==> src/hw/rtl/meea_pkg.sv <==
`timescale 1ns / 1ps
`default_nettype none
package meea_pkg;
	localparam int W = 64;
	localparam int CNT_W = $clog2(W);

	typedef struct packed {
		logic [W-2:0] modulus;
		logic [W-2:0] value;
	} in_t;

	typedef struct packed {
		logic [W-2:0]        divisor_common;
		logic signed [W-1:0] coeff_modulus;
		logic signed [W-1:0] coeff_value;
		logic [W-2:0]        inverse;
		logic                inverse_exists;
	} out_t;

	typedef enum logic [2:0] {
		ST_IDLE,
		ST_CHECK,
		ST_DIV,
		ST_MUL_S,
		ST_MUL_T,
		ST_RED,
		ST_DONE
	} state_t;
endpackage
`default_nettype wire

==> src/hw/rtl/meea_div.sv <==
`timescale 1ns / 1ps
`default_nettype none
// restoring divider, one quotient bit per cycle
module meea_div import meea_pkg::*; (
	input  wire logic         clk,
	input  wire logic         arst_n,
	input  wire logic         start,
	input  wire logic [W-1:0] dividend,
	input  wire logic [W-1:0] divisor,
	output logic              done,
	output logic [W-1:0]      quotient,
	output logic [W-1:0]      remainder
);
	logic [W-1:0]     quo_q, rem_q, dvs_q;
	logic [CNT_W-1:0] cnt_q;
	logic             run_q, done_q;
	logic [W:0]       shifted, diff;

	always_comb begin
		shifted = {rem_q, quo_q[W-1]};
		diff    = shifted - {1'b0, dvs_q};
	end

	always_ff @(posedge clk or negedge arst_n) begin
		if (!arst_n) begin
			run_q  <= 1'b0;
			done_q <= 1'b0;
			cnt_q  <= '0;
		end else begin
			done_q <= 1'b0;
			if (start) begin
				run_q <= 1'b1;
				cnt_q <= CNT_W'(W-1);
			end else if (run_q) begin
				cnt_q <= cnt_q - 1'b1;
				if (cnt_q == '0) begin
					run_q  <= 1'b0;
					done_q <= 1'b1;
				end
			end
		end
	end

	always_ff @(posedge clk) begin
		if (start) begin
			quo_q <= dividend;
			rem_q <= '0;
			dvs_q <= divisor;
		end else if (run_q) begin
			if (!diff[W]) begin
				rem_q <= diff[W-1:0];
				quo_q <= {quo_q[W-2:0], 1'b1};
			end else begin
				rem_q <= shifted[W-1:0];
				quo_q <= {quo_q[W-2:0], 1'b0};
			end
		end
	end

	assign done      = done_q;
	assign quotient  = quo_q;
	assign remainder = rem_q;
endmodule
`default_nettype wire

==> src/hw/rtl/meea_mul.sv <==
`timescale 1ns / 1ps
`default_nettype none
// shift-add multiplier, low W bits of the product
module meea_mul import meea_pkg::*; (
	input  wire logic         clk,
	input  wire logic         arst_n,
	input  wire logic         start,
	input  wire logic [W-1:0] op_a,
	input  wire logic [W-1:0] op_b,
	output logic              done,
	output logic [W-1:0]      product
);
	logic [W-1:0]     a_q, b_q, acc_q;
	logic [CNT_W-1:0] cnt_q;
	logic             run_q, done_q;

	always_ff @(posedge clk or negedge arst_n) begin
		if (!arst_n) begin
			run_q  <= 1'b0;
			done_q <= 1'b0;
			cnt_q  <= '0;
		end else begin
			done_q <= 1'b0;
			if (start) begin
				run_q <= 1'b1;
				cnt_q <= CNT_W'(W-1);
			end else if (run_q) begin
				cnt_q <= cnt_q - 1'b1;
				if (cnt_q == '0) begin
					run_q  <= 1'b0;
					done_q <= 1'b1;
				end
			end
		end
	end

	always_ff @(posedge clk) begin
		if (start) begin
			a_q   <= op_a;
			b_q   <= op_b;
			acc_q <= '0;
		end else if (run_q) begin
			if (b_q[0])
				acc_q <= acc_q + a_q;
			a_q <= {a_q[W-2:0], 1'b0};
			b_q <= {1'b0, b_q[W-1:1]};
		end
	end

	assign done    = done_q;
	assign product = acc_q;
endmodule
`default_nettype wire

==> src/hw/rtl/modular_inverse_ext_euclid.sv <==
`timescale 1ns / 1ps
`default_nettype none
// Each Euclid step is a check, then one divide and two multiplies on the bit-serial
//   units; when an inverse exists, it is then reduced on the divider before done strobes.
// Throughput: one transfer at a time; busy drops in the cycle of the result strobe.
// Result is shown for one cycle on done; the receiver cannot stall.
// Reset (arst_n low, async): sequencer idle, coefficient registers at 1/0/0/1.
module modular_inverse_ext_euclid import meea_pkg::*; (
	input  wire logic clk,
	input  wire logic arst_n,
	input  wire logic start,
	input  wire in_t  operands,
	output logic      busy,
	output logic      done,
	output out_t      result
);
	state_t state_q, state_d;

	// Euclid registers
	logic [W-2:0] n_q;
	logic [W-1:0] dvd_q, dvs_q, quo_q;
	logic [W-1:0] sp_q, sc_q, tp_q, tc_q;
	logic         done_q;
	out_t         res_q;

	// shared units
	logic         div_start, div_done, mul_start, mul_done;
	logic [W-1:0] div_a, div_b, div_quo, div_rem, mul_a, mul_b, mul_p;
	logic         exists;

	assign exists = (dvd_q == W'(1)) && (n_q != '0);

	always_comb begin
		state_d   = state_q;
		div_start = 1'b0;
		mul_start = 1'b0;
		div_a     = dvd_q;
		div_b     = dvs_q;
		mul_a     = quo_q;
		mul_b     = tc_q;
		case (state_q)
			ST_IDLE: if (start) state_d = ST_CHECK;
			ST_CHECK: begin
				if (dvs_q != '0) begin
					div_start = 1'b1;
					state_d   = ST_DIV;
				end else if (exists) begin
					// |t| mod n on the divider
					div_a     = tp_q[W-1] ? (W'(0) - tp_q) : tp_q;
					div_b     = {1'b0, n_q};
					div_start = 1'b1;
					state_d   = ST_RED;
				end else begin
					state_d = ST_DONE;
				end
			end
			ST_DIV: begin
				mul_a = div_quo;
				mul_b = sc_q;
				if (div_done) begin
					mul_start = 1'b1;
					state_d   = ST_MUL_S;
				end
			end
			ST_MUL_S: if (mul_done) begin
				mul_start = 1'b1;
				state_d   = ST_MUL_T;
			end
			ST_MUL_T: if (mul_done) state_d = ST_CHECK;
			ST_RED:   if (div_done) state_d = ST_DONE;
			ST_DONE:  state_d = ST_IDLE;
			default:  state_d = ST_IDLE;
		endcase
	end

	always_ff @(posedge clk or negedge arst_n) begin
		if (!arst_n) begin
			state_q <= ST_IDLE;
			done_q  <= 1'b0;
			dvd_q   <= '0;
			dvs_q   <= '0;
			quo_q   <= '0;
			sp_q    <= W'(1);
			sc_q    <= '0;
			tp_q    <= '0;
			tc_q    <= W'(1);
		end else begin
			state_q <= state_d;
			done_q  <= 1'b0;
			case (state_q)
				ST_IDLE: if (start) begin
					dvd_q <= {1'b0, operands.modulus};
					dvs_q <= {1'b0, operands.value};
					quo_q <= '0;
					sp_q  <= W'(1);
					sc_q  <= '0;
					tp_q  <= '0;
					tc_q  <= W'(1);
				end
				ST_DIV: if (div_done) begin
					quo_q <= div_quo;
					dvd_q <= dvs_q;
					dvs_q <= div_rem;
				end
				ST_MUL_S: if (mul_done) begin
					sp_q <= sc_q;
					sc_q <= sp_q - mul_p;
				end
				ST_MUL_T: if (mul_done) begin
					tp_q <= tc_q;
					tc_q <= tp_q - mul_p;
				end
				ST_DONE: done_q <= 1'b1;
				default: ;
			endcase
		end
	end

	// payload
	always_ff @(posedge clk) begin
		if (state_q == ST_IDLE && start)
			n_q <= operands.modulus;
		if (state_q == ST_CHECK && dvs_q == '0) begin
			res_q.divisor_common <= dvd_q[W-2:0];
			res_q.coeff_modulus  <= sp_q;
			res_q.coeff_value    <= tp_q;
			res_q.inverse        <= '0;
			res_q.inverse_exists <= exists;
		end
		if (state_q == ST_RED && div_done) begin
			// negative t: n - (|t| mod n), unless that remainder is zero
			if (res_q.coeff_value[W-1] && div_rem != '0)
				res_q.inverse <= n_q - div_rem[W-2:0];
			else
				res_q.inverse <= div_rem[W-2:0];
		end
	end

	meea_div u_div (
		.clk       (clk),
		.arst_n    (arst_n),
		.start     (div_start),
		.dividend  (div_a),
		.divisor   (div_b),
		.done      (div_done),
		.quotient  (div_quo),
		.remainder (div_rem)
	);

	meea_mul u_mul (
		.clk     (clk),
		.arst_n  (arst_n),
		.start   (mul_start),
		.op_a    (mul_a),
		.op_b    (mul_b),
		.done    (mul_done),
		.product (mul_p)
	);

	assign busy   = (state_q != ST_IDLE);
	assign done   = done_q;
	assign result = res_q;

	a_done_idle: assert property (@(posedge clk) disable iff (!arst_n)
		done |-> !busy) else $error("result strobe while busy");
	a_start_busy: assert property (@(posedge clk) disable iff (!arst_n)
		(start && !busy) |=> busy) else $error("transfer did not start a run");
	a_exists_gcd: assert property (@(posedge clk) disable iff (!arst_n)
		done |-> (!result.inverse_exists || result.divisor_common == (W-1)'(1)))
		else $error("inverse flagged with gcd not one");
	a_units_excl: assert property (@(posedge clk) disable iff (!arst_n)
		!(div_start && mul_start)) else $error("both units launched");
endmodule
`default_nettype wire

==> config.mk <==
export PLATFORM = sky130hd
export DESIGN_NAME = modular_inverse_ext_euclid
export DESIGN_NICKNAME = d
export VERILOG_FILES = /design/src/hw/rtl/meea_pkg.sv /design/src/hw/rtl/meea_div.sv /design/src/hw/rtl/meea_mul.sv /design/src/hw/rtl/modular_inverse_ext_euclid.sv
export SDC_FILE = /design/constraint.sdc
export NUM_CORES = 2
export LEC_CHECK = 0
export ABC_AREA = 1
export BUFFER_PORTS_ARGS = -buffer_cell sky130_fd_sc_hd__buf_2
export CORE_MARGIN = 1.5
export CORE_UTILIZATION = 50
export DETAILED_ROUTE_END_ITERATION = 6
export PLACE_DENSITY = 0.81
export SKIP_CTS_REPAIR_TIMING = 1
export SYNTH_ARGS = -nofsm -noshare
export SYNTH_HDL_FRONTEND = slang
export SYNTH_SLANG_ARGS = --single-unit
==> constraint.sdc <==
create_clock -name clk -period 4.3 [get_ports clk]
set_input_delay 0.43 -clock clk [delete_from_list [all_inputs] [get_ports clk]]
set_output_delay 0.43 -clock clk [all_outputs]
set_load 0.01 [all_outputs]
### Yosys cells after proc, flatten, opt, wreduce, memory -nomap -nowiden

Cells that the tools add are included.

| word-level totals | value |
|---|---|
| bits in registers | 1,170 |
| output and inout port bits | 257 |

| cells by class | value |
|---|---|
| reductions and logical operators | 24 |
| equality and inequality tests | 12 |
| mux-type cells | 69 |
| add/subtract/negate cells | 8 |

Operator list:

| operator | number |
|---|---|
| 2-to-1 mux 64 bit | 28 |
| case mux 64 bit (2 select lines) | 7 |
| nonzero test 64 bit | 2 |
| subtractor 64 bit | 2 |
| 2-to-1 mux 63 bit | 2 |
| subtractor 65 x 64 -> 65 bit | 1 |
| adder 64 bit | 1 |
| == test 64 x 1 -> 1 bit (second input constant) | 1 |
| zero test 64 bit | 1 |
| subtractor 1 x 64 -> 64 bit (first input constant) | 1 |
| nonzero test 63 bit | 1 |
| subtractor 63 bit | 1 |
| 2-to-1 mux 6 bit | 4 |
| 2-to-1 mux 1 bit | 19 |
| 2-to-1 mux 3 bit | 6 |
| case mux 3 bit (6 select lines) | 1 |
| zero test 6 bit | 2 |
| nonzero test 2 bit | 6 |
| subtractor 6 x 1 -> 6 bit (second input constant) | 2 |
| == test 3 bit (second input constant) | 3 |
| AND reduction 3 bit | 3 |
| != test 2 x 1 -> 1 bit (second input constant) | 4 |
| == test 3 x 2 -> 1 bit (second input constant) | 2 |
| logical AND 1 bit | 5 |
| 8 further kinds | 8 |

### Longest topological paths before layout

| logic depth | value |
|---|---|
| depth after elaboration | 6 |
| mapped depth | 21 |

### Hierarchy

Synthesis repeated with hierarchy kept, for this count alone.

| second synthesis, totals | value |
|---|---|
| cell total of the unflattened synthesis | 11,709 |
| area, all modules | 79,187.2 µm² |

By module, submodules not included:

| module | cells each | area each (µm²) | times used |
|---|---|---|---|
| modular_inverse_ext_euclid | 7,233 | 50,583.5 | 1 |
| meea_div | 2,298 | 14,609.0 | 1 |
| meea_mul | 2,178 | 13,994.7 | 1 |

### Worst setup path before layout

OpenSTA, ideal clock, no wires.

| timing path | value |
|---|---|
| path type | register to register |
| from | reg state_q[1] |
| to | reg quo_q[10] |
| buffers on the path | 2 |
| data arrival time | 4,608 ps |
| cell stages (with the launch flop) | 9 |
| library setup time | 133 ps |
| path slack | -441 ps |
| required time | 4,167 ps |
| cells stage by stage | dfrtp_1 > nor2_1 > nand2_1 > nor2_1 > inv_1 > nand2_1 > clkbuf_1 > clkbuf_1 > a21oi_1 |

| between the ends | value |
|---|---|
| word-level cells in the longest chain between the ends | 3 |
| elaborated cells on any way between the ends | 7 |

Ends and longest elaborated chain:

| what | RTL line | text |
|---|---|---|
| start, declared | modular_inverse_ext_euclid.sv:17 | `state_t state_q, state_d;` |
| start signal, assigned | modular_inverse_ext_euclid.sv:88 | `state_q <= state_d;` |
| == test 3 x 2 -> 1 bit / zero test 3 bit (equally long branches) | modular_inverse_ext_euclid.sv:90 | `case (state_q)` |
| != test 2 x 1 -> 1 bit (no line), or another cell as far along | -- |  |
| AND reduction 3 bit (no line) | -- |  |
| end signal, assigned | modular_inverse_ext_euclid.sv:101 | `quo_q <= div_quo;` |
| end, declared | modular_inverse_ext_euclid.sv:21 | `logic [W-1:0] dvd_q, dvs_q, quo_q;` |

Parallel ways exist; a longest one is shown, timed or not.
A chain may end at the register's enable or synchronous reset.

### Final worst setup path

| timing path | value |
|---|---|
| from | reg u_mul.a_q[25] |
| to | reg u_mul.acc_q[37], in the netlist u_mul.product[37] |

| between the ends | value |
|---|---|
| word-level cells in the longest chain between the ends | 1 |

Ends and longest elaborated chain:

| what | RTL line | text |
|---|---|---|
| start, declared | meea_mul.sv:13 | `logic [W-1:0] a_q, b_q, acc_q;` |
| start signal, assigned | meea_mul.sv:39 | `a_q <= op_a;` |
| start signal, assigned | meea_mul.sv:45 | `a_q <= {a_q[W-2:0], 1'b0};` |
| adder 64 bit | meea_mul.sv:44 | `acc_q <= acc_q + a_q;` |
| end signal, assigned | meea_mul.sv:44 |  |
| end, declared | meea_mul.sv:13 |  |

Every way passes these cells.

==> qor.txt <==
CP endpoint kind -> flop
Iteration-0 DRC count of the detailed router -> 10234
Outcome -> complete, but fails checks
Final period util -> 0.996
Tightest Pin Transition -> 1500 ps
Global-route wire length before repair -> 520 mm
Vias per cell -> 6.01
Vias in the first global route -> 75115
Total Wirelength -> 374 mm
Largest register FFs -> 255
Synthesized flop and latch total -> 1170
Initial antenna violation count -> 33
Failing checks -> max-capacitance violations, max-slew violations
Antenna Nets Post-Route -> 0
Initial core utilization -> 0.503
Synthesized Nets -> 10901
Reg clk slew, reported paths -> 70 ps
Hold crit path type -> primary input to asynchronous set/reset pin
Die area -> 0.153 sq mm
Post-synthesis cell count -> 10447
Layout cells sized above 1 -> 0.0851
Cell taking the most area after synthesis -> edfxtp_1
M3 GR Usage -> 0.127
Area after DPL -> 0.0800 sq mm
Crit path arrival time -> 4980 ps
Min Tclk post-route -> 4280 ps
Fin area -> 0.0861 sq mm
Total GRT Usage -> 0.477
EDFF count, synth -> 574
Post-DP HPWL -> 292 mm
Largest net degree at the start of global routing -> 180
Clk_lat worst skew -> 840 ps
Gpl congestion -> 1.17
Pins Over Slew Limit -> 3
GRT overflow -> 0
Filler cells -> 13853
I/O pins -> 386
Synth Flop Type -> edfxtp_1
Via count -> 78806
Total Nets Final -> 11423
Distinct cells, synth -> 54
Maximum clock frequency -> 233 MHz
Share of the synthesized area in the top cell type -> 0.229
Root Driver -> clkbuf_16
GRT busiest layer -> met2
Port buffer count -> 385
Final Power -> 0.0245 W
Residual DRC -> 0
Worst Path Class, Setup -> flop to flop
Hold Violations, Final -> 0
Wire per inst -> 28.6 microns
Area of the multi-input gates -> 0.0359 sq mm
Peak supply drop -> 388 uV
Grt met1 use -> 0.514
Register area -> 0.0315 sq mm
Area Overhead vs Synth -> 14.3%
Area contributors post-synth -> edfxtp_1 23%, dfrtp_1 15%, nand2_1 14%, inv_1 8.7%, nor2_1 5.8%
Horiz. Die Dim -> 391 microns
Final setup vio count -> 0
Synth warn -> 0
Post-synthesis sequential area ratio -> 0.418
# Max-Cap Violations -> 1
CORE AREA -> 0.150 sq mm
Rel. slew slack -> -0.0138
Syn Area/Cell -> 7.21 sq um
CTS tree -> yes
Drt pass-1 iters -> 7
Met2 Use GR -> 0.756
Critical Path Source Type -> flop
# H-tree levels -> 4
CTS Sinks -> 1170
Netlist Area Pre-Place -> 0.0753 sq mm
Clock Path Buffers -> 3
Die Span Y -> 391 microns
Row cnt -> 142
Final TNS setup -> 0 ps
CP max FO -> 4
Worst EP required -> 5000 ps
Inserted Clock Buffers -> 137
Pleak -> 41.6 nW
Worst clock skew -> 52.5 ps
Asr flop ratio synth -> 0.400
Unrepaired setup endpoints after global routing -> false
Cell Pwr Density -> 285 mW/mm^2
## Yosys cell counts (11+ instances only)
master,number
nand2_1,2785
inv_1,1740
nor2_1,1163
o21ai_0,722
a21oi_1,681
edfxtp_1,574
dfrtp_1,466
nand3_1,446
ha_1,320
clkbuf_1,167
nand4_1,137
o211ai_1,132
dfxtp_1,128
a31oi_1,126
xor2_1,88
nor3_1,86
buf_2,80
o22ai_1,75
nand2_2,66
o21ai_1,60
nor4_1,46
o21bai_1,45
nand3_2,36
xnor2_1,36
a21boi_0,27
a21o_1,27
inv_2,26
a22o_1,21
nand3b_1,20
a211oi_1,14
buf_1,13
buf_4,12
o21a_1,11
or2_2,11
## placed cells by master (no fill, tap or decap), types with 14 or more instances in the layout
cell type	n
o21ai_0	718
a22o_1	21
nand4_1	137
clkbuf_8	14
clkbuf_1	23
inv_2	24
nand3_2	36
o22ai_1	75
o211ai_1	132
xor2_1	88
buf_12	27
diode_2	14
buf_2	384
edfxtp_1	574
nand2_1	2777
ha_1	320
a21boi_0	27
dfxtp_1	128
dfrtp_1	466
nand3b_1	20
nor2_1	1160
nor3_1	85
clkinv_2	23
dlygate4sd3_1	127
o21ai_1	64
inv_1	1739
a211oi_1	14
a21o_1	27
buf_4	128
nand2_2	67
o21bai_1	45
a31oi_1	126
nor4_1	46
clkbuf_16	140
a21oi_1	681
xnor2_1	36
nand3_1	446
## cell families (layout without fill, tap and decap cells)
family / count (synthesis) / after routing / share of synthesized area
other: 0 / 14 / 0
DFF: 1170 / 1170 / 0.418
buffers and inverters: 2052 / 2691 / 0.106
and+or+nand+nor: 4825 / 4825 / 0.264
adders and majority gates: 325 / 325 / 0.0545
xor gates and xnor gates: 124 / 124 / 0.0144
AOI/OAI and AO/OA: 1951 / 1951 / 0.143
## per-layer routing
layer,share of wire,vias to the layer above
met5,0.00038,-
met4,0.12,18
met3,0.10,1667
met2,0.45,5336
met1,0.33,36814
li1,-,34971
## power breakdown
group          internal (W)  switching, W  leakage (nW)
Clock               0.00702       0.00550          2.29
Sequential           0.0117             0          10.5
Combinational      0.000130      0.000204          28.8
## final timing paths
kind,start,endpoint,slack [ps],cells past startpoint
max,u_mul.a_q[25],u_mul.product[37],20,12
min in group clk,start,state_q[0],340,5
max in group asynchronous,arst_n,sp_q[22],2840,3
min,arst_n,sp_q[58],270,2
min reg2reg,dvd_q[46],result[238],440,0
max reg2reg,u_mul.a_q[25],u_mul.product[37],20,12
## cell type report
type,count,area share
diodes,14,0.000407
clock buffers,177,0.0439
clock inverters,79,0.0111
inverters,1768,0.0773
multi-input cells,7225,0.417
flip-flops and latches,1170,0.366
well taps,2016,0.0293
repair buffers,667,0.0547
## critical path, cell delays in order, from the launching register on
cell      delay, ps
edfxtp_1        430
ha_1            430
nand2_1         160
nor2_1          160
inv_1           170
nor2_1          300
inv_1            90
nor2_1          930
nand3_1         900
nand4_1         350
nand3_1         130
nand2_1          70
inv_1            40
## metrics by stage
stage	instances	util	hold WS, ps	worst slack (ps)
floorplan	10447	-	134	29.6
global placement	12717	0.534	430	355
detailed placement	12717	0.534	430	368
CTS	12973	0.566	-333	343
global route	13104	0.575	309	67.4
finish	13116	0.575	268	15.9
Power figures use the tool's default switching activity.
